--- src/rtl/sct_pkg.sv ---
`timescale 1ns / 1ps
// ----------------------------------------------------------------------------
// sct_pkg
// Shared types and constants for the spell-check word tokenizer.
// ----------------------------------------------------------------------------
package sct_pkg;

   // Payload widths fixed by the item format
   localparam int CHAR_W = 8;
   localparam int LINE_W = 32;

   // Word length limit: default and the largest value supported
   localparam int LONG_LIMIT_DEF = 20;
   localparam int LIMIT_MAX      = 64;

   // Width of a word character count in a descriptor (holds LIMIT_MAX)
   localparam int CNT_W = $clog2(LIMIT_MAX + 1);

   // Two word buffer banks: one being filled, one being drained
   localparam int BANK_CNT = 2;

   // Character codes
   localparam logic [CHAR_W-1:0] CHAR_NL     = 8'd10;
   localparam logic [CHAR_W-1:0] CHAR_APOS   = 8'd39;
   localparam logic [CHAR_W-1:0] CHAR_HYPHEN = 8'd45;
   localparam logic [CHAR_W-1:0] CHAR_ZERO   = 8'd48;
   localparam logic [CHAR_W-1:0] CHAR_NINE   = 8'd57;
   localparam logic [CHAR_W-1:0] CHAR_UP_A   = 8'd65;
   localparam logic [CHAR_W-1:0] CHAR_UP_Z   = 8'd90;
   localparam logic [CHAR_W-1:0] CHAR_LOW_A  = 8'd97;
   localparam logic [CHAR_W-1:0] CHAR_LOW_Z  = 8'd122;
   localparam logic [CHAR_W-1:0] CASE_BIT    = 8'h20;

   // Finished word handed from front to back
   typedef struct packed {
      logic              bank;
      logic [CNT_W-1:0]  count;
      logic              is_long;
      logic [LINE_W-1:0] line;
   } desc_type;

   // Occupancy seen by the front: queued words and the word being drained
   typedef struct packed {
      logic [1:0] level;
      logic       active;
   } wbuf_status_type;

endpackage

--- src/rtl/sct_req_if.sv ---
`timescale 1ns / 1ps
// ----------------------------------------------------------------------------
// sct_req_if
// Text byte channel: valid/ready handshake with one byte per item.
// ----------------------------------------------------------------------------
interface sct_req_if import sct_pkg::*; ();
   logic              valid;
   logic              ready;
   logic [CHAR_W-1:0] text_byte;

   modport source (output valid, output text_byte, input ready);
   modport sink   (input valid, input text_byte, output ready);
endinterface

--- src/rtl/sct_rsp_if.sv ---
`timescale 1ns / 1ps
// ----------------------------------------------------------------------------
// sct_rsp_if
// Word character channel: valid/ready handshake, one character per item.
// ----------------------------------------------------------------------------
interface sct_rsp_if import sct_pkg::*; ();
   logic              valid;
   logic              ready;
   logic [CHAR_W-1:0] word_char;
   logic              word_kind;
   logic [LINE_W-1:0] line_number;
   logic              last_char;

   modport source (output valid, output word_char, output word_kind,
                   output line_number, output last_char, input ready);
   modport sink   (input valid, input word_char, input word_kind,
                   input line_number, input last_char, output ready);
endinterface

--- src/rtl/sct_ram.sv ---
`timescale 1ns / 1ps
// ----------------------------------------------------------------------------
// sct_ram
// Generic simple dual-port RAM: one write port, one registered read port.
// ----------------------------------------------------------------------------
module sct_ram #(
   parameter int WIDTH = 8,
   parameter int DEPTH = 40
) (
   input  logic                     clock,
   input  logic                     wr_en,
   input  logic [$clog2(DEPTH)-1:0] wr_addr,
   input  logic [WIDTH-1:0]         wr_data,
   input  logic                     rd_en,
   input  logic [$clog2(DEPTH)-1:0] rd_addr,
   output logic [WIDTH-1:0]         rd_data
);

   logic [WIDTH-1:0] mem_ff [DEPTH];
   logic [WIDTH-1:0] rd_data_ff;

   // Write port
   always_ff @(posedge clock) begin
      if (wr_en) begin
         mem_ff[wr_addr] <= wr_data;
      end
   end

   // Registered read, holds its value when not enabled
   always_ff @(posedge clock) begin
      if (rd_en) begin
         rd_data_ff <= mem_ff[rd_addr];
      end
   end

   assign rd_data = rd_data_ff;

endmodule

--- src/rtl/sct_front.sv ---
`timescale 1ns / 1ps
// ----------------------------------------------------------------------------
// sct_front
// Accepts text bytes, classifies them, fills the word buffer and hands
// finished words to the descriptor queue. Keeps the line counter.
// ----------------------------------------------------------------------------
module sct_front import sct_pkg::*; #(
   parameter int LONG_LIMIT = LONG_LIMIT_DEF,
   parameter int ADDR_W     = $clog2(2 * LONG_LIMIT)
) (
   input  logic              clock,
   input  logic              reset,
   sct_req_if.sink           req_ch,
   input  wbuf_status_type   status,
   output logic              wr_en,
   output logic [ADDR_W-1:0] wr_addr,
   output logic [CHAR_W-1:0] wr_data,
   output logic              push,
   output desc_type          push_desc
);

   localparam int LEN_W = $clog2(LONG_LIMIT + 2);

   logic [LEN_W-1:0]  len_ff, len_in;
   logic              digit_ff, digit_in;
   logic              bank_ff, bank_in;
   logic [LINE_W-1:0] line_ff, line_in;

   logic [CHAR_W-1:0] folded;
   logic              is_digit;
   logic              is_word;
   logic              accept;
   logic              is_long;
   logic [2:0]        occupied;

   // Stall while both banks hold words that are not yet drained
   assign occupied     = {1'b0, status.level} + {2'b00, status.active};
   assign req_ch.ready = (occupied < 3'(BANK_CNT));
   assign accept       = req_ch.valid && req_ch.ready;

   // Case folding and character class
   always_comb begin
      folded   = req_ch.text_byte;
      is_digit = 1'b0;
      is_word  = 1'b0;
      case (req_ch.text_byte) inside
         [CHAR_UP_A:CHAR_UP_Z]: folded = req_ch.text_byte | CASE_BIT;
         default: ;
      endcase
      case (folded) inside
         [CHAR_ZERO:CHAR_NINE]: begin
            is_digit = 1'b1;
            is_word  = 1'b1;
         end
         [CHAR_LOW_A:CHAR_LOW_Z], CHAR_HYPHEN, CHAR_APOS: begin
            is_word = 1'b1;
         end
         default: ;
      endcase
   end

   // Buffer write into the current bank
   assign is_long = (len_ff > LEN_W'(LONG_LIMIT));
   assign wr_en   = accept && is_word && (len_ff < LEN_W'(LONG_LIMIT));
   assign wr_addr = ADDR_W'(len_ff) + (bank_ff ? ADDR_W'(LONG_LIMIT) : '0);
   assign wr_data = folded;

   // Word end: push a descriptor unless the word held a digit
   assign push = accept && !is_word && (len_ff != '0) && !digit_ff;
   always_comb begin
      push_desc.bank    = bank_ff;
      push_desc.count   = is_long ? CNT_W'(LONG_LIMIT) : CNT_W'(len_ff);
      push_desc.is_long = is_long;
      push_desc.line    = line_ff;
   end

   // Word and line state update
   always_comb begin
      len_in   = len_ff;
      digit_in = digit_ff;
      bank_in  = bank_ff;
      line_in  = line_ff;
      if (accept) begin
         if (is_word) begin
            digit_in = digit_ff | is_digit;
            if (len_ff < LEN_W'(LONG_LIMIT + 1)) begin
               len_in = len_ff + LEN_W'(1);
            end
         end else if (len_ff != '0) begin
            len_in   = '0;
            digit_in = 1'b0;
            if (push) begin
               bank_in = !bank_ff;
            end
         end
         if (folded == CHAR_NL && line_ff != '1) begin
            line_in = line_ff + LINE_W'(1);
         end
      end
   end

   always_ff @(posedge clock) begin
      if (reset) begin
         len_ff   <= '0;
         digit_ff <= 1'b0;
         bank_ff  <= 1'b0;
         line_ff  <= LINE_W'(1);
      end else begin
         len_ff   <= len_in;
         digit_ff <= digit_in;
         bank_ff  <= bank_in;
         line_ff  <= line_in;
      end
   end

endmodule

--- src/rtl/sct_desc_queue.sv ---
`timescale 1ns / 1ps
// ----------------------------------------------------------------------------
// sct_desc_queue
// Two-entry queue of finished word descriptors between front and back.
// ----------------------------------------------------------------------------
module sct_desc_queue import sct_pkg::*; (
   input  logic       clock,
   input  logic       reset,
   input  logic       push,
   input  desc_type   push_desc,
   input  logic       pop,
   output logic       head_valid,
   output desc_type   head_desc,
   output logic [1:0] level
);

   desc_type   entry_ff [BANK_CNT];
   logic       wr_ptr_ff, wr_ptr_in;
   logic       rd_ptr_ff, rd_ptr_in;
   logic [1:0] level_ff, level_in;
   logic       do_push;
   logic       do_pop;

   assign do_push    = push && (level_ff != 2'(BANK_CNT));
   assign do_pop     = pop && (level_ff != '0);
   assign head_valid = (level_ff != '0);
   assign head_desc  = entry_ff[rd_ptr_ff];
   assign level      = level_ff;

   // Pointer and fill level
   always_comb begin
      wr_ptr_in = wr_ptr_ff ^ do_push;
      rd_ptr_in = rd_ptr_ff ^ do_pop;
      level_in  = level_ff + 2'(do_push) - 2'(do_pop);
   end

   always_ff @(posedge clock) begin
      if (reset) begin
         wr_ptr_ff <= 1'b0;
         rd_ptr_ff <= 1'b0;
         level_ff  <= '0;
      end else begin
         wr_ptr_ff <= wr_ptr_in;
         rd_ptr_ff <= rd_ptr_in;
         level_ff  <= level_in;
      end
   end

   // Entry storage
   always_ff @(posedge clock) begin
      if (do_push) begin
         entry_ff[wr_ptr_ff] <= push_desc;
      end
   end

endmodule

--- src/rtl/sct_back.sv ---
`timescale 1ns / 1ps
// ----------------------------------------------------------------------------
// sct_back
// Drains one word at a time from the buffer, one character per cycle unless
// stalled. The RAM read register doubles as the character output register.
// ----------------------------------------------------------------------------
module sct_back import sct_pkg::*; #(
   parameter int LONG_LIMIT = LONG_LIMIT_DEF,
   parameter int ADDR_W     = $clog2(2 * LONG_LIMIT)
) (
   input  logic              clock,
   input  logic              reset,
   input  logic              head_valid,
   input  desc_type          head_desc,
   output logic              pop,
   output logic              active,
   output logic              rd_en,
   output logic [ADDR_W-1:0] rd_addr,
   input  logic [CHAR_W-1:0] rd_data,
   sct_rsp_if.source         rsp_ch
);

   logic              act_ff, act_in;
   logic              bank_ff, bank_in;
   logic [CNT_W-1:0]  idx_ff, idx_in;
   logic [CNT_W-1:0]  cnt_ff, cnt_in;
   logic              long_ff, long_in;
   logic [LINE_W-1:0] line_ff, line_in;

   logic              out_valid_ff, out_valid_in;
   logic              out_kind_ff, out_kind_in;
   logic [LINE_W-1:0] out_line_ff, out_line_in;
   logic              out_last_ff, out_last_in;

   logic              advance;
   logic              issue;
   logic              last_idx;

   // Output stage moves when empty or taken
   assign advance  = !out_valid_ff || rsp_ch.ready;
   assign issue    = act_ff && advance;
   assign last_idx = (idx_ff == cnt_ff - CNT_W'(1));
   assign pop      = head_valid && (!act_ff || (issue && last_idx));
   assign active   = act_ff;

   assign rd_en   = issue;
   assign rd_addr = ADDR_W'(idx_ff) + (bank_ff ? ADDR_W'(LONG_LIMIT) : '0);

   // Drain sequencer
   always_comb begin
      act_in       = act_ff;
      bank_in      = bank_ff;
      idx_in       = idx_ff;
      cnt_in       = cnt_ff;
      long_in      = long_ff;
      line_in      = line_ff;
      out_valid_in = out_valid_ff;
      out_kind_in  = out_kind_ff;
      out_line_in  = out_line_ff;
      out_last_in  = out_last_ff;
      if (issue) begin
         idx_in       = idx_ff + CNT_W'(1);
         out_valid_in = 1'b1;
         out_kind_in  = long_ff;
         out_line_in  = line_ff;
         out_last_in  = last_idx;
         act_in       = !last_idx;
      end else if (advance) begin
         out_valid_in = 1'b0;
      end
      // Next word from the queue
      if (pop) begin
         act_in  = 1'b1;
         bank_in = head_desc.bank;
         idx_in  = '0;
         cnt_in  = head_desc.count;
         long_in = head_desc.is_long;
         line_in = head_desc.line;
      end
   end

   always_ff @(posedge clock) begin
      if (reset) begin
         act_ff       <= 1'b0;
         out_valid_ff <= 1'b0;
      end else begin
         act_ff       <= act_in;
         out_valid_ff <= out_valid_in;
      end
   end

   always_ff @(posedge clock) begin
      bank_ff     <= bank_in;
      idx_ff      <= idx_in;
      cnt_ff      <= cnt_in;
      long_ff     <= long_in;
      line_ff     <= line_in;
      out_kind_ff <= out_kind_in;
      out_line_ff <= out_line_in;
      out_last_ff <= out_last_in;
   end

   assign rsp_ch.valid       = out_valid_ff;
   assign rsp_ch.word_char   = rd_data;
   assign rsp_ch.word_kind   = out_kind_ff;
   assign rsp_ch.line_number = out_line_ff;
   assign rsp_ch.last_char   = out_last_ff;

endmodule

--- src/rtl/spell_check_word_tokenizer_top.sv ---
`timescale 1ns / 1ps
// ----------------------------------------------------------------------------
// spell_check_word_tokenizer_top
// Word tokenizer: front fills a two-bank word buffer, back drains words.
// ----------------------------------------------------------------------------
// Throughput: one text byte per cycle while a bank is free; a word of n
// characters drains at one character per cycle from the buffer RAM read
// port while the output is not stalled. A word's first character passes the
// queue, sequencer and RAM read register once its ending separator is taken.
// Input stalls only while both banks hold undrained words.
// Reset (synchronous): line counter to 1, word, queue and output emptied.
// ----------------------------------------------------------------------------
module spell_check_word_tokenizer_top import sct_pkg::*; #(
   parameter int LONG_LIMIT = LONG_LIMIT_DEF
) (
   input  logic      clock,
   input  logic      reset,
   sct_req_if.sink   req_ch,
   sct_rsp_if.source rsp_ch
);

   localparam int DEPTH  = BANK_CNT * LONG_LIMIT;
   localparam int ADDR_W = $clog2(DEPTH);

   logic              wr_en;
   logic [ADDR_W-1:0] wr_addr;
   logic [CHAR_W-1:0] wr_data;
   logic              rd_en;
   logic [ADDR_W-1:0] rd_addr;
   logic [CHAR_W-1:0] rd_data;
   logic              push;
   desc_type          push_desc;
   logic              pop;
   logic              head_valid;
   desc_type          head_desc;
   logic [1:0]        level;
   logic              active;
   wbuf_status_type   status;

   // Buffer occupancy seen by the front
   assign status.level  = level;
   assign status.active = active;

   sct_front #(
      .LONG_LIMIT (LONG_LIMIT),
      .ADDR_W     (ADDR_W)
   ) u_front (
      .clock     (clock),
      .reset     (reset),
      .req_ch    (req_ch),
      .status    (status),
      .wr_en     (wr_en),
      .wr_addr   (wr_addr),
      .wr_data   (wr_data),
      .push      (push),
      .push_desc (push_desc)
   );

   sct_ram #(
      .WIDTH (CHAR_W),
      .DEPTH (DEPTH)
   ) u_buf (
      .clock   (clock),
      .wr_en   (wr_en),
      .wr_addr (wr_addr),
      .wr_data (wr_data),
      .rd_en   (rd_en),
      .rd_addr (rd_addr),
      .rd_data (rd_data)
   );

   sct_desc_queue u_queue (
      .clock      (clock),
      .reset      (reset),
      .push       (push),
      .push_desc  (push_desc),
      .pop        (pop),
      .head_valid (head_valid),
      .head_desc  (head_desc),
      .level      (level)
   );

   sct_back #(
      .LONG_LIMIT (LONG_LIMIT),
      .ADDR_W     (ADDR_W)
   ) u_back (
      .clock      (clock),
      .reset      (reset),
      .head_valid (head_valid),
      .head_desc  (head_desc),
      .pop        (pop),
      .active     (active),
      .rd_en      (rd_en),
      .rd_addr    (rd_addr),
      .rd_data    (rd_data),
      .rsp_ch     (rsp_ch)
   );

endmodule

--- src/flat_wrapper.sv ---
// flat-port wrapper written by rule: the top's interface ports become plain ports
module spell_check_word_tokenizer_top_flat import sct_pkg::*;
#(
   parameter int LONG_LIMIT = LONG_LIMIT_DEF
)
  (clock, reset, req_ch_valid, req_ch_text_byte, req_ch_ready, rsp_ch_valid, rsp_ch_word_char, rsp_ch_word_kind, rsp_ch_line_number, rsp_ch_last_char, rsp_ch_ready);
  sct_req_if req_ch_i ();
  sct_rsp_if rsp_ch_i ();
  input  logic clock;
  input  logic reset;
  input wire logic [$bits(req_ch_i.valid)-1:0] req_ch_valid;
  input wire logic [$bits(req_ch_i.text_byte)-1:0] req_ch_text_byte;
  output wire logic [$bits(req_ch_i.ready)-1:0] req_ch_ready;
  output wire logic [$bits(rsp_ch_i.valid)-1:0] rsp_ch_valid;
  output wire logic [$bits(rsp_ch_i.word_char)-1:0] rsp_ch_word_char;
  output wire logic [$bits(rsp_ch_i.word_kind)-1:0] rsp_ch_word_kind;
  output wire logic [$bits(rsp_ch_i.line_number)-1:0] rsp_ch_line_number;
  output wire logic [$bits(rsp_ch_i.last_char)-1:0] rsp_ch_last_char;
  input wire logic [$bits(rsp_ch_i.ready)-1:0] rsp_ch_ready;
  assign req_ch_i.valid = req_ch_valid;
  assign req_ch_i.text_byte = req_ch_text_byte;
  assign req_ch_ready = req_ch_i.ready;
  assign rsp_ch_valid = rsp_ch_i.valid;
  assign rsp_ch_word_char = rsp_ch_i.word_char;
  assign rsp_ch_word_kind = rsp_ch_i.word_kind;
  assign rsp_ch_line_number = rsp_ch_i.line_number;
  assign rsp_ch_last_char = rsp_ch_i.last_char;
  assign rsp_ch_i.ready = rsp_ch_ready;
  spell_check_word_tokenizer_top #(.LONG_LIMIT(LONG_LIMIT)) u_core (.clock(clock), .reset(reset), .req_ch(req_ch_i), .rsp_ch(rsp_ch_i));
endmodule
--- config.mk ---
export PLATFORM = sky130hd
export DESIGN_NAME = spell_check_word_tokenizer_top_flat
export DESIGN_NICKNAME = d
export VERILOG_FILES = /design/src/rtl/sct_pkg.sv /design/src/rtl/sct_req_if.sv /design/src/rtl/sct_rsp_if.sv /design/src/rtl/sct_ram.sv /design/src/rtl/sct_front.sv /design/src/rtl/sct_desc_queue.sv /design/src/rtl/sct_back.sv /design/src/rtl/spell_check_word_tokenizer_top.sv /design/src/flat_wrapper.sv
export SDC_FILE = /design/constraint.sdc
export NUM_CORES = 1
export LEC_CHECK = 0
export BUFFER_PORTS_ARGS = -buffer_cell sky130_fd_sc_hd__buf_2
export CORE_MARGIN = 2
export CORE_UTILIZATION = 58
export DETAILED_ROUTE_END_ITERATION = 10
export GPL_TIMING_DRIVEN = 0
export PLACE_DENSITY = 0.75
export SLEW_MARGIN = 20
export SYNTH_ARGS = -nofsm -noshare
export SYNTH_HDL_FRONTEND = slang
export SYNTH_SLANG_ARGS = --single-unit
--- constraint.sdc ---
create_clock -name clock -period 3.8 [get_ports clock]
set_input_delay 0.38 -clock clock [delete_from_list [all_inputs] [get_ports clock]]
set_output_delay 0.38 -clock clock [all_outputs]
set_load 0.03 [all_outputs]
; ---- Word level (Yosys, flattened, before mapping)
; Memory sizes are Yosys's and may differ from the RTL's. A register that Yosys moved wholly into a read port is not among the register bits.
; Cells that the tools add are included.
[totals]
register_bits = 93
ramBits = 398
input_bits = 12
output_inout_bits = 44
word_cells = 99
n_memories = 2
[classes]
n_addsub = 9
magnitude_cmp = 10
n_eq_ne = 7
mux = 20
bitwise = 4
reduce_logical = 33
[memory_table]
columns = name, depth, word_bits, read_ports, rd_ports_with_merged_regs, wr, line_no
row1 = u_core.u_buf.mem_ff, 40, 8, 1, 1, 1, sct_ram.sv:19  ; logic [WIDTH-1:0] mem_ff [DEPTH];
row2 = u_core.u_queue.entry_ff, 2, 39, 1, 1, 1, sct_desc_queue.sv:17  ; desc_type entry_ff [BANK_CNT];
[ops]
columns = op, count
row1 = $add 32x1->32 const B, 1
row2 = $ne 32x32->1 const B, 1
row3 = $mux 5, 6
row4 = $eq 8x6->1 const B, 2
row5 = $ge 8x7->1 const B, 2
row6 = $le 8x7->1 const B, 2
row7 = $logic_and 1x1->1, 15
row8 = $mux 1, 13
row9 = $lt 5x5->1 const B, 2
row10 = $eq 8x4->1 const B, 1
row11 = $ge 8x6->1 const B, 1
row12 = $le 8x6->1 const B, 1
row13 = $reduce_bool 2->1, 4
row14 = $add 7x1->7 const B, 1
row15 = $eq 7x7->1, 1
row16 = $sub 7x1->7 const B, 1
row17 = $add 5x5->6, 1
row18 = $add 6x5->6, 1
row19 = $logic_not 1->1, 6
row20 = $mux 6, 1
row21 = $add 5x1->5 const B, 1
row22 = $gt 5x5->1 const B, 1
row23 = $reduce_bool 5->1, 1
row24 = $reduce_and 2->1, 2
row25 = other kinds (13), 15

; ---- Longest topological paths before layout
; Gate-level depths: netlist (run 1).
[logic_depth]
ltp_word = 15
depth_mapped = 13
depth_no_buf = 12

; ---- By module
; From an unflattened synthesis (run 1), not the netlist that was laid out.
[hier_totals]
cells_unflattened = 1330
hier_area_um2 = 21809.7
[modules_own_cells]
columns = mod, instances, cells_per_inst, area_per_inst_um2, seq_area_each_um2
row1 = sct_ram, 1, 696, 13073.8, 9849.4
row2 = sct_desc_queue, 1, 154, 3178.0, 2542.4
row3 = sct_back, 1, 173, 3083.0, 2432.3
row4 = sct_front, 1, 307, 2474.9, 780.7

; ---- Least setup slack after synthesis (run 1)
; No wires, ideal clock.
[synth_timing]
path_kind = register to register
start = register u_core.u_back.cnt_ff[0], read port of u_core.u_queue.entry_ff
end = register u_core.u_queue.level_ff[1] (netlist: u_core.u_queue.level[1])
setup_ns = 0.128
t_arrival_ns = 3.357
required_ns = 3.672
path_slack_ns = 0.316
path_stages_with_launch = 13
n_path_buf = 0
period_less_slack_ns = 3.484
path_cell_list = edfxtp_1 > inv_1 > ha_1 > xor3_1 > nor3_2 > nand4_2 > o32ai_4 > ha_1 > inv_1 > ha_1 > xor2_1 > xnor2_1 > nor2_1
[synth_via]
elab_chain_cells = 7
[synth_rtl]
columns = element, line_no
row1 = "start, declared", sct_back.sv:26  ; logic [CNT_W-1:0] cnt_ff, cnt_in;
row2 = $sub 7x1->7, sct_back.sv:42  ; assign last_idx = (idx_ff == cnt_ff - CNT_W'(1));
row3 = $eq 7x7->1, sct_back.sv:42
row4 = $logic_and 1x1->1, sct_back.sv:43  ; assign pop = head_valid && (!act_ff || (issue && last_idx));
row5 = $logic_or 1x1->1, sct_back.sv:43
row6 = $logic_and 1x1->1, sct_back.sv:43
row7 = net u_core.pop, spell_check_word_tokenizer_top.sv:33  ; logic pop;
row8 = $logic_and 1x1->1, sct_desc_queue.sv:25  ; assign do_pop = pop && (level_ff != '0);
row9 = $sub 2x1->2, sct_desc_queue.sv:34  ; level_in = level_ff + 2'(do_push) - 2'(do_pop);
row10 = "end signal, assigned", sct_desc_queue.sv:45  ; level_ff <= level_in;
row11 = "end, declared", sct_desc_queue.sv:20  ; logic [1:0] level_ff, level_in;
; The timed path passes the listed nets, and every way through them passes these cells.
; A chain may end at the register's enable or synchronous reset.

; ---- Worst setup path after layout (run 1)
[layout_timing]
start = register u_core.u_front.len_ff[2]
end = memory u_core.u_buf.mem_ff[12][6], enable pin
[layout_via]
elab_chain_cells = 4
elab_cells_between_ends = 5
classes_between = 1 x add/sub / 1 x order compare / 2 x mux / 1 x reduce/logical
[layout_rtl]
columns = element, line_no
row1 = "start, declared", sct_front.sv:24  ; logic [LEN_W-1:0] len_ff, len_in;
row2 = "start signal, assigned", sct_front.sv:109  ; len_ff <= len_in;
row3 = $lt 5x5->1, sct_front.sv:64  ; assign wr_en = accept && is_word && (len_ff < LEN_W'(LONG_LIMIT));
row4 = $logic_and 1x1->1, sct_front.sv:64
row5 = $mux 1, sct_ram.sv:24  ; if (wr_en) begin
row6 = $mux 1 (not written as such), sct_ram.sv:25  ; mem_ff[wr_addr] <= wr_data;
row7 = "end, declared", sct_ram.sv:19
; Parallel ways exist; a longest one is shown, timed or not.

==> results of run 1 <==
==> cells in the mapped netlist, types with 7 or more instances <==
| cell type | number |
|---|---|
| sky130_fd_sc_hd__inv_1 | 17 |
| sky130_fd_sc_hd__edfxtp_1 | 479 |
| sky130_fd_sc_hd__buf_1 | 8 |
| sky130_fd_sc_hd__buf_2 | 15 |
| sky130_fd_sc_hd__o22ai_1 | 16 |
| sky130_fd_sc_hd__xnor2_1 | 10 |
| sky130_fd_sc_hd__nand4_1 | 12 |
| sky130_fd_sc_hd__xor2_1 | 7 |
| sky130_fd_sc_hd__nor3_1 | 23 |
| sky130_fd_sc_hd__o221ai_1 | 8 |
| sky130_fd_sc_hd__mux4_2 | 80 |
| sky130_fd_sc_hd__o41ai_1 | 12 |
| sky130_fd_sc_hd__nand3_1 | 23 |
| sky130_fd_sc_hd__o22a_1 | 8 |
| sky130_fd_sc_hd__nor2_1 | 57 |
| sky130_fd_sc_hd__or3_1 | 12 |
| sky130_fd_sc_hd__o21ai_0 | 12 |
| sky130_fd_sc_hd__dfxtp_1 | 52 |
| sky130_fd_sc_hd__or4_1 | 23 |
| sky130_fd_sc_hd__and2_1 | 7 |
| sky130_fd_sc_hd__clkbuf_1 | 21 |
| sky130_fd_sc_hd__nand2_1 | 32 |
| sky130_fd_sc_hd__mux2_2 | 48 |
| sky130_fd_sc_hd__o31ai_1 | 22 |
| sky130_fd_sc_hd__ha_1 | 15 |
| sky130_fd_sc_hd__nor2b_1 | 9 |
| sky130_fd_sc_hd__a21oi_1 | 31 |
==> per-layer routing <==
| metal | global-route usage (%) | part of all wire (%) | vias to the layer above |
|---|---|---|---|
| met5 | 0 | 0 | - |
| met4 | 7.15 | 2.1 | 0 |
| met2 | 39.4 | 50 | 438 |
| li1 | - | - | 4896 |
| met1 | 32.8 | 41 | 5698 |
| met3 | 4.08 | 6.5 | 60 |
==> worst paths after layout <==
kind | cells past startpoint | from | endpoint
worst max-delay path | 8 | u_core.u_front.len_ff[2]$_SDFFE_PP0P_ | u_core.u_buf.mem_ff[12][6]$_DFFE_PP_
worst min-delay path | 2 | reset | u_core.u_queue.level[0]$_SDFF_PP0_
worst max register to register | 8 | u_core.u_front.len_ff[2]$_SDFFE_PP0P_ | u_core.u_buf.mem_ff[12][6]$_DFFE_PP_
worst min register to register | 0 | u_core.u_back.line_ff[30]$_DFFE_PP_ | u_core.u_back.rsp_ch.line_number[30]$_DFFE_PP_
==> power by group <==
group          switching (uW)  leakage [uW]  internal (uW)
Sequential                165       0.00484           6950
Combinational            2010       0.00188           1350
Clock                    2160      0.000852           3010
==> through the flow <==
stage          utilization (%)  std cells  TNS [ns]  instance area [um^2]  worst slack [ns]
2_1_floorplan                -       1139         0                 20800             0.316
3_3_place_gp              61.1       1654    -64.60                 21700            -0.718
3_5_place_dp              61.8       1664    -10.63                 21900            -0.162
4_1_cts                   66.7       1760         0                 23700           0.00877
5_1_grt                   66.9       1763         0                 23700             0.113
6_report                  66.9       1763         0                 23700             0.309
==> logic make-up after synthesis <==
family / count (synthesis)
flip-flops: 531
AND/OR/NAND/NOR: 233
AO/OA/AOI/OAI: 137
multiplexers: 134
buffers and inverters: 71
XOR/XNOR: 18
adder cells (fa/ha/maj): 15
==> critical path: stages, from the launching register on <==
cell and delay, ns:
sky130_fd_sc_hd__dfxtp_1 0.39, sky130_fd_sc_hd__ha_1 0.27, sky130_fd_sc_hd__ha_1 0.29, sky130_fd_sc_hd__clkbuf_1 0.52, sky130_fd_sc_hd__clkinv_1 0.56, sky130_fd_sc_hd__nor2_1 0.21, sky130_fd_sc_hd__nand4_1 0.20, sky130_fd_sc_hd__buf_4 0.28
sky130_fd_sc_hd__nor2_2 0.40
==> cell type report <==
class	instances	share of cell area [%]
clock buffers	66	5.88
well taps	461	2.43
diodes	1	0.0105
repair buffers	66	1.89
flip-flops and latches	531	65.0
inverters	18	0.285
multi-input cells	537	22.0
clock inverters	30	1.37
plain buffers	53	1.12
==> flip-flops by register name, indices dropped and copies added (netlist names) <==
register,flops
u_core.u_back.bank_ff,1
u_core.u_back.idx_ff,7
u_core.u_queue.level,2
u_core.u_queue.rd_ptr_ff,1
u_core.u_buf.mem_ff,320
u_core.u_front.bank_ff,1
u_core.u_front.digit_ff,1
u_core.u_buf.rd_data,8
u_core.u_queue.wr_ptr_ff,1
u_core.u_back.rsp_ch.last_char,1
u_core.u_front.line_ff,32
u_core.u_back.cnt_ff,5
u_core.u_front.len_ff,5
u_core.u_back.line_ff,32
u_core.u_back.rsp_ch.valid,1
u_core.u_back.active,1
u_core.u_back.rsp_ch.word_kind,1
u_core.u_back.rsp_ch.line_number,32
u_core.u_queue.entry_ff,78
u_core.u_back.long_ff,1
==> repair_timing <==
action                     4_1_cts  5_1_grt
resized for setup                0       14
setup buffers                    0        2
setup endpoints to repair        0       64
==> metrics.csv, run 1 <==
stage;metric;value;unit
run_status;run_status;complete, no violations;
synthesis;post_synth_and_or_nand_nor_area_fraction;6.40;%
floorplanning;placement_rows;69;
placement;place.port_buffers;54;
sta;final-hold-violation-count;0;
detailed_routing;detail_route.wirelength;43.7;mm
synthesis;synthDominantCellAreaShare;69.0;%
global_route;antenna_found_initial;1;
cts;cts_sinks;531;
floorplanning;initial_utilization;58.7;%
power;power.static_leakage;0.00757;uW
cts;cts_tree;done;
synthesis;netlist_top_cells_area;sky130_fd_sc_hd__edfxtp_1 69%, sky130_fd_sc_hd__mux4_2 8.6%, sky130_fd_sc_hd__dfxtp_1 5.0%, sky130_fd_sc_hd__mux2_2 2.6%, sky130_fd_sc_hd__nor2_1 1.0%;
floorplanning;core_area;35500;um^2
detailed_routing;drt.antenna.violating_nets;0;
synthesis;synth_largest_area_cell;sky130_fd_sc_hd__edfxtp_1;
floorplanning;dieArea;37500;um^2
layout;sequential_cell_area;15400;um^2
layout;area_growth_syn_to_layout;13.8;%
layout;mostFrequentLayoutCells;479 x sky130_fd_sc_hd__edfxtp_1, 80 x sky130_fd_sc_hd__mux4_2, 69 x sky130_fd_sc_hd__buf_2;
detailed_routing;detailedRoute.firstPassIterationCount;5;
layout;layout.cells.most_common;sky130_fd_sc_hd__edfxtp_1;
global_route;wire_length_of_the_first_global_routing_pass;67.1;mm
synthesis;synth_warnings;0;
power;totalPowerFinal;15600;uW
detailed_routing;routed-via-count;11100;
critical_path;timing.critical_path.arrival;3.73;ns
job;max_cap_viols;0;
detailed_routing;wl_per_cell;24.8;um
critical_path;crit_path_start_kind;flip-flop;
synthesis;muxShareOfSynthArea;11.6;%
sta;max_freq;286;MHz
sta;report.final.setup_viol;0;
critical_path;reg2reg_setup_slack;0.31;ns
critical_path;timing.critical_path.fanout_max;10;
critical_path;cp-end-kind;flip-flop;
min_path;classification_of_the_worst_slack_hold_path;primary input to flip-flop;
sta;slew_headroom;40.1;%
cts;clock_tree.buffer_depth;3;
global_route;first_global_vias;11100;
cts;root_buffer;sky130_fd_sc_hd__clkbuf_16;
layout;filler_cell_count;2257;
power;vdd_drop_max;0.628;mV
placement;dp_hpwl;27.7;mm
layout;nets;1286;
global_route;grtUsageTotal;23.8;%
layout;layout-drive-gt1-share;26.6;%
placement;gp_congestion;0.842;
global_route;globalRoute.totalOverflow;0;
synthesis;synthArstFlopShare;0;%
synthesis;synth_compound_gate_area_share;4.67;%
detailed_routing;detail_route.drc_violations;0;
layout;area_taken_by_multi_input_logic_gates;5220;um^2
synthesis;synth_edf_count;479;
synthesis;avgSynthCellArea;18.3;um^2
sta;fin_worst_hold_slack;0.252;ns
detailed_routing;post_drt_via_cell_ratio;6.29;
floorplanning;fp.dieW;194;um
synthesis;post_synth_inst_count;1139;
synthesis;synth-adder-area-share;0.901;%
synthesis;synth_top_family_by_area;multiplexers;
sta;grt_setup_unrepaired;no;
global_route;grt_max_degree;47;
synthesis;synth-xor-area-share;0.829;%
synthesis;synth_seq_area_share;74.0;%
sta;tightest_slew;0.898;ns
critical_path;worst_setup_path_type;flip-flop to flip-flop;
cts;cts_htree_levels;2;
synthesis;synth-seq-cells;531;
detailed_routing;detailedRoute.firstIterationViolations;1137;
sta;final_slew_viol_count;0;
cts;worst_skew_pair.late_latency;0.61;ns
sta;period_needed;3.49;ns
sta;finalCritPeriodShare;91.9;%
synthesis;synthDistinctLibCells;73;
floorplanning;floorplan.io_pins;56;
sta;clock-skew-final;0.0173;ns
power;power_density;659;nW/um^2
cts;cts-hold-fix-buffers;0;
cts;clkTransAtPathRegs;0.06;ns
synthesis;syn_nets;1166;
cts;numCtsBuffers;52;
synthesis;post_synth_instance_area;20800;um^2
synthesis;synth_top_flop_cell;sky130_fd_sc_hd__edfxtp_1;
floorplanning;chip_height;194;um
critical_path;cp_data_required_time;4.04;ns
(Power assumes the default switching activity.)
==> run 2, diff against run 1 <==
--- a/config.mk
+++ b/config.mk
@@ -5,12 +5,12 @@
 export SDC_FILE = /design/constraint.sdc
 export NUM_CORES = 1
 export LEC_CHECK = 0
-export BUFFER_PORTS_ARGS = -buffer_cell sky130_fd_sc_hd__buf_2
 export CORE_MARGIN = 2
 export CORE_UTILIZATION = 58
 export DETAILED_ROUTE_END_ITERATION = 10
+export DONT_BUFFER_PORTS = 1
 export GPL_TIMING_DRIVEN = 0
-export PLACE_DENSITY = 0.75
+export PLACE_DENSITY = 0.74
 export SLEW_MARGIN = 20
 export SYNTH_ARGS = -nofsm -noshare
 export SYNTH_HDL_FRONTEND = slang
==> run 2 against run 1 <==
- the flow now finishes with violations (setup timing)
- critical path depth shrank 1
- hold slack lost 0.21 ns
- maximum frequency shrank 8.3%
- routed wire length shrank 1.7%
- register-to-register slack lost 0.31 ns
- cell count shrank 3.1%
- design area shrank 1.2%
- clock skew grew 0.0090 ns
- die area is the same
- utilization shrank 0.81 points
- combinational power shrank 14%
- first-iteration DRC count shrank 3.3%
- highest routed layer is now met5
==> metrics.csv, run 2 (synthesis gave the netlist of run 1 again) <==
stage;metric;value;unit;change
run_status;run_status;finished, violations left;;
run_status;violated_checks;setup timing;;
min_path;classification_of_the_worst_slack_hold_path;primary input to flip-flop;;
detailed_routing;wl_met2;21.0;mm;-4.4%
power;power.static_leakage;0.00736;uW;-2.8%
cts;worst_skew_pair.late_latency;0.59;ns;-0.02 ns
detailed_routing;detailedRoute.firstPassIterationCount;5;;unchanged
layout;largest_reg_flops;320;;unchanged
detailed_routing;detailedRoute.firstIterationViolations;1100;;-3.3%
detailed_routing;detail_route.drc_violations;0;;unchanged
floorplanning;initial_utilization;58.7;%;unchanged
sta;clock-skew-final;0.0263;ns;+0.00899 ns
floorplanning;core_area;35500;um^2;unchanged
cts;cts_tree;done;;
critical_path;cp_data_required_time;4.00;ns;-0.04 ns
cts;cts_htree_levels;2;;unchanged
detailed_routing;uppermost_layer_routed;met5;;
global_route;globalRoute.totalOverflow;0;;unchanged
sta;grt_setup_unrepaired;yes;;
sta;final_slew_viol_count;0;;unchanged
job;max_cap_viols;0;;unchanged
layout;layout-drive-gt1-share;22.6;%;-4.0 points
detailed_routing;routed-via-count;10900;;-1.4%
critical_path;timing.critical_path.fanout_max;10;;unchanged
sta;slew_headroom;39.7;%;-0.40 points
global_route;first_global_vias;10900;;-2.3%
detailed_routing;detail_route.wirelength;43.0;mm;-1.7%
cts;numCtsBuffers;51;;-1.9%
sta;final-hold-violation-count;0;;unchanged
critical_path;cp-end-kind;flip-flop;;
global_route;wire_length_of_the_first_global_routing_pass;66.0;mm;-1.7%
sta;period_needed;3.81;ns;+0.315 ns
sta;report.final.setup_viol;3;;+3
power;power_density;652;nW/um^2;-1.2%
power;vdd_drop_max;0.816;mV;+30%
layout;area_growth_syn_to_layout;12.5;%;
layout;finish.utilization;66.0;%;-0.81 points
critical_path;timing.critical_path.arrival;4.00;ns;+0.27 ns
floorplanning;placement_rows;69;;unchanged
detailed_routing;met3_length;3.33;mm;+17%
floorplanning;dieArea;37500;um^2;unchanged
floorplanning;fp.dieW;194;um;unchanged
global_route;grtUsageTotal;23.4;%;-0.35 points
layout;nets;1235;;-4.0%
cts;clock_tree.buffer_depth;3;;unchanged
power;totalPowerFinal;15300;uW;-2.4%
global_route;antenna_found_initial;1;;unchanged
layout;mostFrequentLayoutCells;479 x sky130_fd_sc_hd__edfxtp_1, 80 x sky130_fd_sc_hd__mux4_2, 57 x sky130_fd_sc_hd__nor2_1;;
floorplanning;floorplan.io_pins;56;;unchanged
critical_path;worst_setup_path_type;flip-flop to flip-flop;;
sta;tightest_slew;0.899;ns;+0.00112 ns
detailed_routing;post_drt_via_cell_ratio;6.41;;+1.8%
detailed_routing;wl_per_cell;25.2;um;+1.4%
placement;dp_hpwl;26.8;mm;-3.2%
placement;gp_congestion;0.849;;+0.77%
layout;reg_top3;u_core.u_buf.mem_ff (320), u_core.u_queue.entry_ff (78);;
sta;fin_setup_tns;-0.0166;ns;-0.0166 ns
sta;finalCritPeriodShare;100;%;+8.3 points
global_route;grt_max_degree;42;;-11%
sta;setup_ws;-0.00572;ns;-0.315 ns
cts;cts_sinks;531;;unchanged
cts;postCtsSetupBuffers;0;;unchanged
placement;place.port_buffers;0;;-100%
detailed_routing;drt.antenna.violating_nets;0;;unchanged
cts;root_buffer;sky130_fd_sc_hd__clkbuf_16;;
cts;clkTransAtPathRegs;0.06;ns;about the same
layout;antennaDiodeCount;0;;-1
layout;layout.cells.most_common;sky130_fd_sc_hd__edfxtp_1;;
sta;max_freq;263;MHz;-8.3%
layout;filler_cell_count;2291;;+1.5%
floorplanning;chip_height;194;um;unchanged
layout;largest-register;u_core.u_buf.mem_ff;;
critical_path;crit_path_start_kind;flip-flop;;
detailed_routing;met1Wirelength;17.1;mm;-5.0%
-- run 2: layer usage --
metal,up-vias,GRT usage (%)
met2,448,37.9
met3,88,4.78
li1,4808,-
met5,-,0
met4,2,9.16
met1,5596,31.7
-- run 2: timing repair --
item | in CTS | in global routing
gates resized for setup | 0 | 0
hold buffers | 7 | 0
endpoints found under the setup margin | 0 | 64
endpoints found under the hold margin | 281 | 0
-- run 2: cell type report --
class,instances,area [um^2],area share [%]
Inverter,18,67.6,0.288
Timing Repair Buffer,16,279,1.19
Clock buffer,62,1380,5.89
Multi-Input combinational cell,537,5160,22.0
Tap cell,461,577,2.46
Sequential cell,531,15400,65.8
Buffer,53,267,1.14
Clock inverter,30,273,1.16
-- run 2: final timing paths --
kind	to	cells after the start	start	slack [ns]
setup / recovery	u_core.u_buf.mem_ff[13][4]$_DFFE_PP_	7	u_core.u_front.len_ff[2]$_SDFFE_PP0P_	-0.006
hold / removal	u_core.u_front.digit_ff$_SDFFE_PP0P_	3	req_ch_text_byte[6]	0.04
setup reg to reg	u_core.u_buf.mem_ff[13][4]$_DFFE_PP_	7	u_core.u_front.len_ff[2]$_SDFFE_PP0P_	-0.006
hold reg to reg	u_core.u_back.rsp_ch.line_number[20]$_DFFE_PP_	0	u_core.u_back.line_ff[20]$_DFFE_PP_	0.41
-- run 2: power by group --
part | switching [uW] | leakage (uW) | internal [uW] | total (uW)
Sequential | 473 | 0.00484 | 6960 | 7430
Combinational | 1630 | 0.00172 | 1240 | 2880
Clock | 2060 | 0.000807 | 2910 | 4970
Total | 4160 | 0.00736 | 11100 | 15300
-- run 2: worst max-delay path: stages (launching register included) --
cell	delay, ns
sky130_fd_sc_hd__dfxtp_1	0.40
sky130_fd_sc_hd__ha_1	0.27
sky130_fd_sc_hd__ha_1	0.29
sky130_fd_sc_hd__clkbuf_1	0.53
sky130_fd_sc_hd__clkinv_1	0.54
sky130_fd_sc_hd__nor2_1	0.21
sky130_fd_sc_hd__nand4_1	0.41
sky130_fd_sc_hd__nor2_1	0.78
-- run 2: through the flow --
stage	cell area [um^2]	std cells	hold slack, ns	worst slack [ns]
finish	23400	1708	0.0397	-0.00572
global route	23400	1708	0.0324	-0.192
CTS	23400	1708	0.0136	0.0131
detailed placement	21600	1609	0.406	0.0287
global placement	21400	1600	0.404	-0.386
floorplan	20800	1139	0.400	0.316
==> run 3, diff against run 2 <==
--- a/config.mk
+++ b/config.mk
@@ -5,6 +5,7 @@
 export SDC_FILE = /design/constraint.sdc
 export NUM_CORES = 1
 export LEC_CHECK = 0
+export ABC_AREA = 1
 export CORE_MARGIN = 2
 export CORE_UTILIZATION = 58
 export DETAILED_ROUTE_END_ITERATION = 10
==> run 3 against run 2 <==
- the run now ends clean
- cell count is 34% higher
- flip-flop and latch count unchanged
- clock power is 3% higher
- critical path depth is the same
- count of clock-buffer cells in the layout shrank 2
- combinational power increased by 30%
- sequential share of layout area fell by 1.8 points
- critical path type unchanged
- highest routed layer unchanged
==> metrics.csv, run 3 <==
stage;metric;value;unit;change
power;vdd_drop_max;0.485;mV;-41%
synthesis;synthDominantCellAreaShare;66.8;%;-2.2 points
sta;fin_setup_tns;0;ns;+0.0166 ns
sta;grt_setup_unrepaired;no;;
synthesis;synth_top_flop_cell;sky130_fd_sc_hd__edfxtp_1;;
synthesis;synth_seq_area_share;71.6;%;-2.4 points
detailed_routing;detail_route.wirelength;57.7;mm;+34%
critical_path;timing.critical_path.fanout_max;8;;-2
sta;final_slew_viol_count;0;;unchanged
layout;area_growth_syn_to_layout;11.8;%;
run_status;run_status;complete, no violations;;
global_route;first_global_vias;13500;;+24%
critical_path;worst_setup_path_type;flip-flop to flip-flop;;
floorplanning;dieArea;38700;um^2;+3.3%
cts;cts-resized-gates;0;;unchanged
layout;finish.utilization;65.8;%;-0.26 points
global_route;grtUsageTotal;30.3;%;+6.9 points
cts;cts_sinks;531;;unchanged
layout;mostFrequentLayoutCells;479 x sky130_fd_sc_hd__edfxtp_1, 266 x sky130_fd_sc_hd__nor2_1, 195 x sky130_fd_sc_hd__nand2_1;;
layout;layout-drive-gt1-share;11.1;%;-11 points
synthesis;synth_edf_count;479;;unchanged
cts;root_buffer;sky130_fd_sc_hd__clkbuf_16;;
layout;antennaDiodeCount;0;;unchanged
synthesis;synth_largest_area_cell;sky130_fd_sc_hd__edfxtp_1;;
synthesis;synth.cells.most_frequent;479 x sky130_fd_sc_hd__edfxtp_1, 266 x sky130_fd_sc_hd__nor2_1, 196 x sky130_fd_sc_hd__nand2_1;;
detailed_routing;post_drt_via_cell_ratio;6.26;;-2.2%
cts;numCtsBuffers;51;;unchanged
synthesis;syn_nets;1736;;+49%
critical_path;crit_path_start_kind;flip-flop;;
global_route;globalRoute.totalOverflow;0;;unchanged
synthesis;synthDistinctLibCells;44;;-40%
sta;report.final.setup_viol;0;;-3
detailed_routing;routed-via-count;14300;;+31%
min_path;classification_of_the_worst_slack_hold_path;primary input to flip-flop;;
sta;clock-skew-final;0.0258;ns;-0.000460 ns
synthesis;netlist_top_cells_area;sky130_fd_sc_hd__edfxtp_1 67%, sky130_fd_sc_hd__dfxtp_1 4.8%, sky130_fd_sc_hd__nor2_1 4.6%, sky130_fd_sc_hd__o21ai_0 4.3%, sky130_fd_sc_hd__nand2_1 3.4%;;
sta;max_freq;303;MHz;+15%
floorplanning;initial_utilization;58.8;%;+0.085 points
global_route;antenna_found_initial;1;;unchanged
sta;tightest_slew;1.15;ns;+0.251 ns
layout;layout.cells.most_common;sky130_fd_sc_hd__edfxtp_1;;
layout;nets;1802;;+46%
layout;reg_top3;u_core.u_buf.mem_ff (320), u_core.u_queue.entry_ff (78);;
placement;place.port_buffers;0;;unchanged
cts;clkTransAtPathRegs;0.07;ns;about the same
floorplanning;chip_height;197;um;+1.6%
synthesis;synth-seq-cells;531;;unchanged
synthesis;synth_warnings;0;;unchanged
synthesis;yosysMostFrequentCell;sky130_fd_sc_hd__edfxtp_1;;
global_route;wire_length_of_the_first_global_routing_pass;85.2;mm;+29%
layout;largest_reg_flops;320;;unchanged
floorplanning;floorplan.io_pins;56;;unchanged
detailed_routing;wl_per_cell;25.3;um;+0.59%
sta;slew_headroom;23.1;%;-17 points
floorplanning;placement_rows;70;;+1.4%
cts;cts_htree_levels;2;;unchanged
detailed_routing;detailedRoute.firstIterationViolations;1755;;+60%
placement;dp_hpwl;36.7;mm;+37%
floorplanning;core_area;36600;um^2;+3.2%
sta;period_needed;3.30;ns;-0.501 ns
synthesis;synthArstFlopShare;0;%;unchanged
critical_path;cp_data_required_time;4.03;ns;+0.03 ns
global_route;grt_max_degree;41;;-2.4%
power;power.static_leakage;0.00804;uW;+9.3%
synthesis;post_synth_inst_count;1709;;+50%
power;totalPowerFinal;16200;uW;+6.3%
job;max_cap_viols;0;;unchanged
placement;gp_congestion;0.934;;+10%
layout;filler_cell_count;2639;;+15%
cts;clock_tree.buffer_depth;3;;unchanged
critical_path;cp-end-kind;flip-flop;;
sta;final-hold-violation-count;0;;unchanged
sta;finalCritPeriodShare;87.0;%;-13 points
detailed_routing;drt.antenna.violating_nets;0;;unchanged
synthesis;post_synth_instance_area;21500;um^2;+3.3%
layout;largest-register;u_core.u_buf.mem_ff;;
detailed_routing;detail_route.drc_violations;0;;unchanged
floorplanning;fp.dieW;197;um;+1.6%
synthesis;avgSynthCellArea;12.6;um^2;-31%
detailed_routing;detailedRoute.firstPassIterationCount;5;;unchanged
power;power_density;674;nW/um^2;+3.5%
layout;layoutNonFillerInstCount;2282;;+34%
cts;worst_skew_pair.late_latency;0.62;ns;+0.03 ns
placement;dp_cells;2182;;+36%
critical_path;timing.critical_path.arrival;3.53;ns;-0.47 ns
cts;cts_tree;done;;
[run 3: final timing paths]
kind / from / to / slack, ns / depth (start not counted)
worst max-delay path: u_core.u_back.active$_SDFFE_PP0P_ / u_core.u_buf.mem_ff[10][4]$_DFFE_PP_ / 0.50 / 7
worst min-delay path: reset / u_core.u_front.line_ff[0]$_SDFFE_PP1P_ / 0.04 / 2
worst max register to register: u_core.u_back.active$_SDFFE_PP0P_ / u_core.u_buf.mem_ff[10][4]$_DFFE_PP_ / 0.50 / 7
worst min register to register: u_core.u_back.line_ff[31]$_DFFE_PP_ / u_core.u_back.rsp_ch.line_number[31]$_DFFE_PP_ / 0.42 / 0
[run 3: timing repair]
action                     in CTS  in global routing
setup endpoints to repair       0                  1
setup buffers                   0                  1
hold buffers                    7                  0
hold endpoints to repair      280                  0
[run 3: cell type report]
class,instances,area (um^2),area share (%)
clock inverter,32,348,1.44
tap,468,586,2.43
sequential,531,15400,64.1
inverter,73,277,1.15
clock buffer,60,1310,5.44
multi-input combinational,1022,5490,22.8
buffer,83,384,1.60
timing repair buffer,13,263,1.09
[run 3: routing by layer]
metal | wire [um] | share of wire (%) | GRT usage, %
met1 | 23600 | 41 | 44.2
met2 | 25900 | 45 | 46.0
met3 | 6350 | 11 | 5.75
met4 | 1870 | 3.2 | 11.0
met5 | 13 | 0.023 | 0
[run 3: report_power, final]
part	switching (uW)	total [uW]	internal [uW]
clock	2200	5100	2890
combinational	2720	3730	1010
sequential	442	7410	6970
[run 3: kinds of logic after synthesis]
group           Yosys count  share of synthesized area (%)
simple gates            579                           11.5
flops                   531                           71.6
compound gates          345                           8.98
buf+inv                 156                           3.07
xor+xnor                 44                           1.89
mux                      39                           2.04
fa+ha+maj                15                          0.872
[run 3: critical path, cell delays in order, from the launching register on]
cell,delay [ns]
sky130_fd_sc_hd__dfxtp_1,0.36
sky130_fd_sc_hd__a21oi_1,0.65
sky130_fd_sc_hd__nand2_1,0.27
sky130_fd_sc_hd__inv_2,0.21
sky130_fd_sc_hd__nand2_2,0.11
sky130_fd_sc_hd__nor2_4,0.16
sky130_fd_sc_hd__nand2_1,0.26
sky130_fd_sc_hd__nor2_1,0.88
[run 3: metrics by stage]
stage | cell area [um^2] | hold slack, ns | worst slack (ns)
CTS | 24100 | 0.00354 | 0.271
global placement | 22100 | 0.401 | -1.57
floorplan | 21500 | 0.400 | 0.101
global route | 24100 | 0.0326 | 0.282
detailed placement | 22300 | 0.405 | 0.309
finish | 24100 | 0.0379 | 0.495
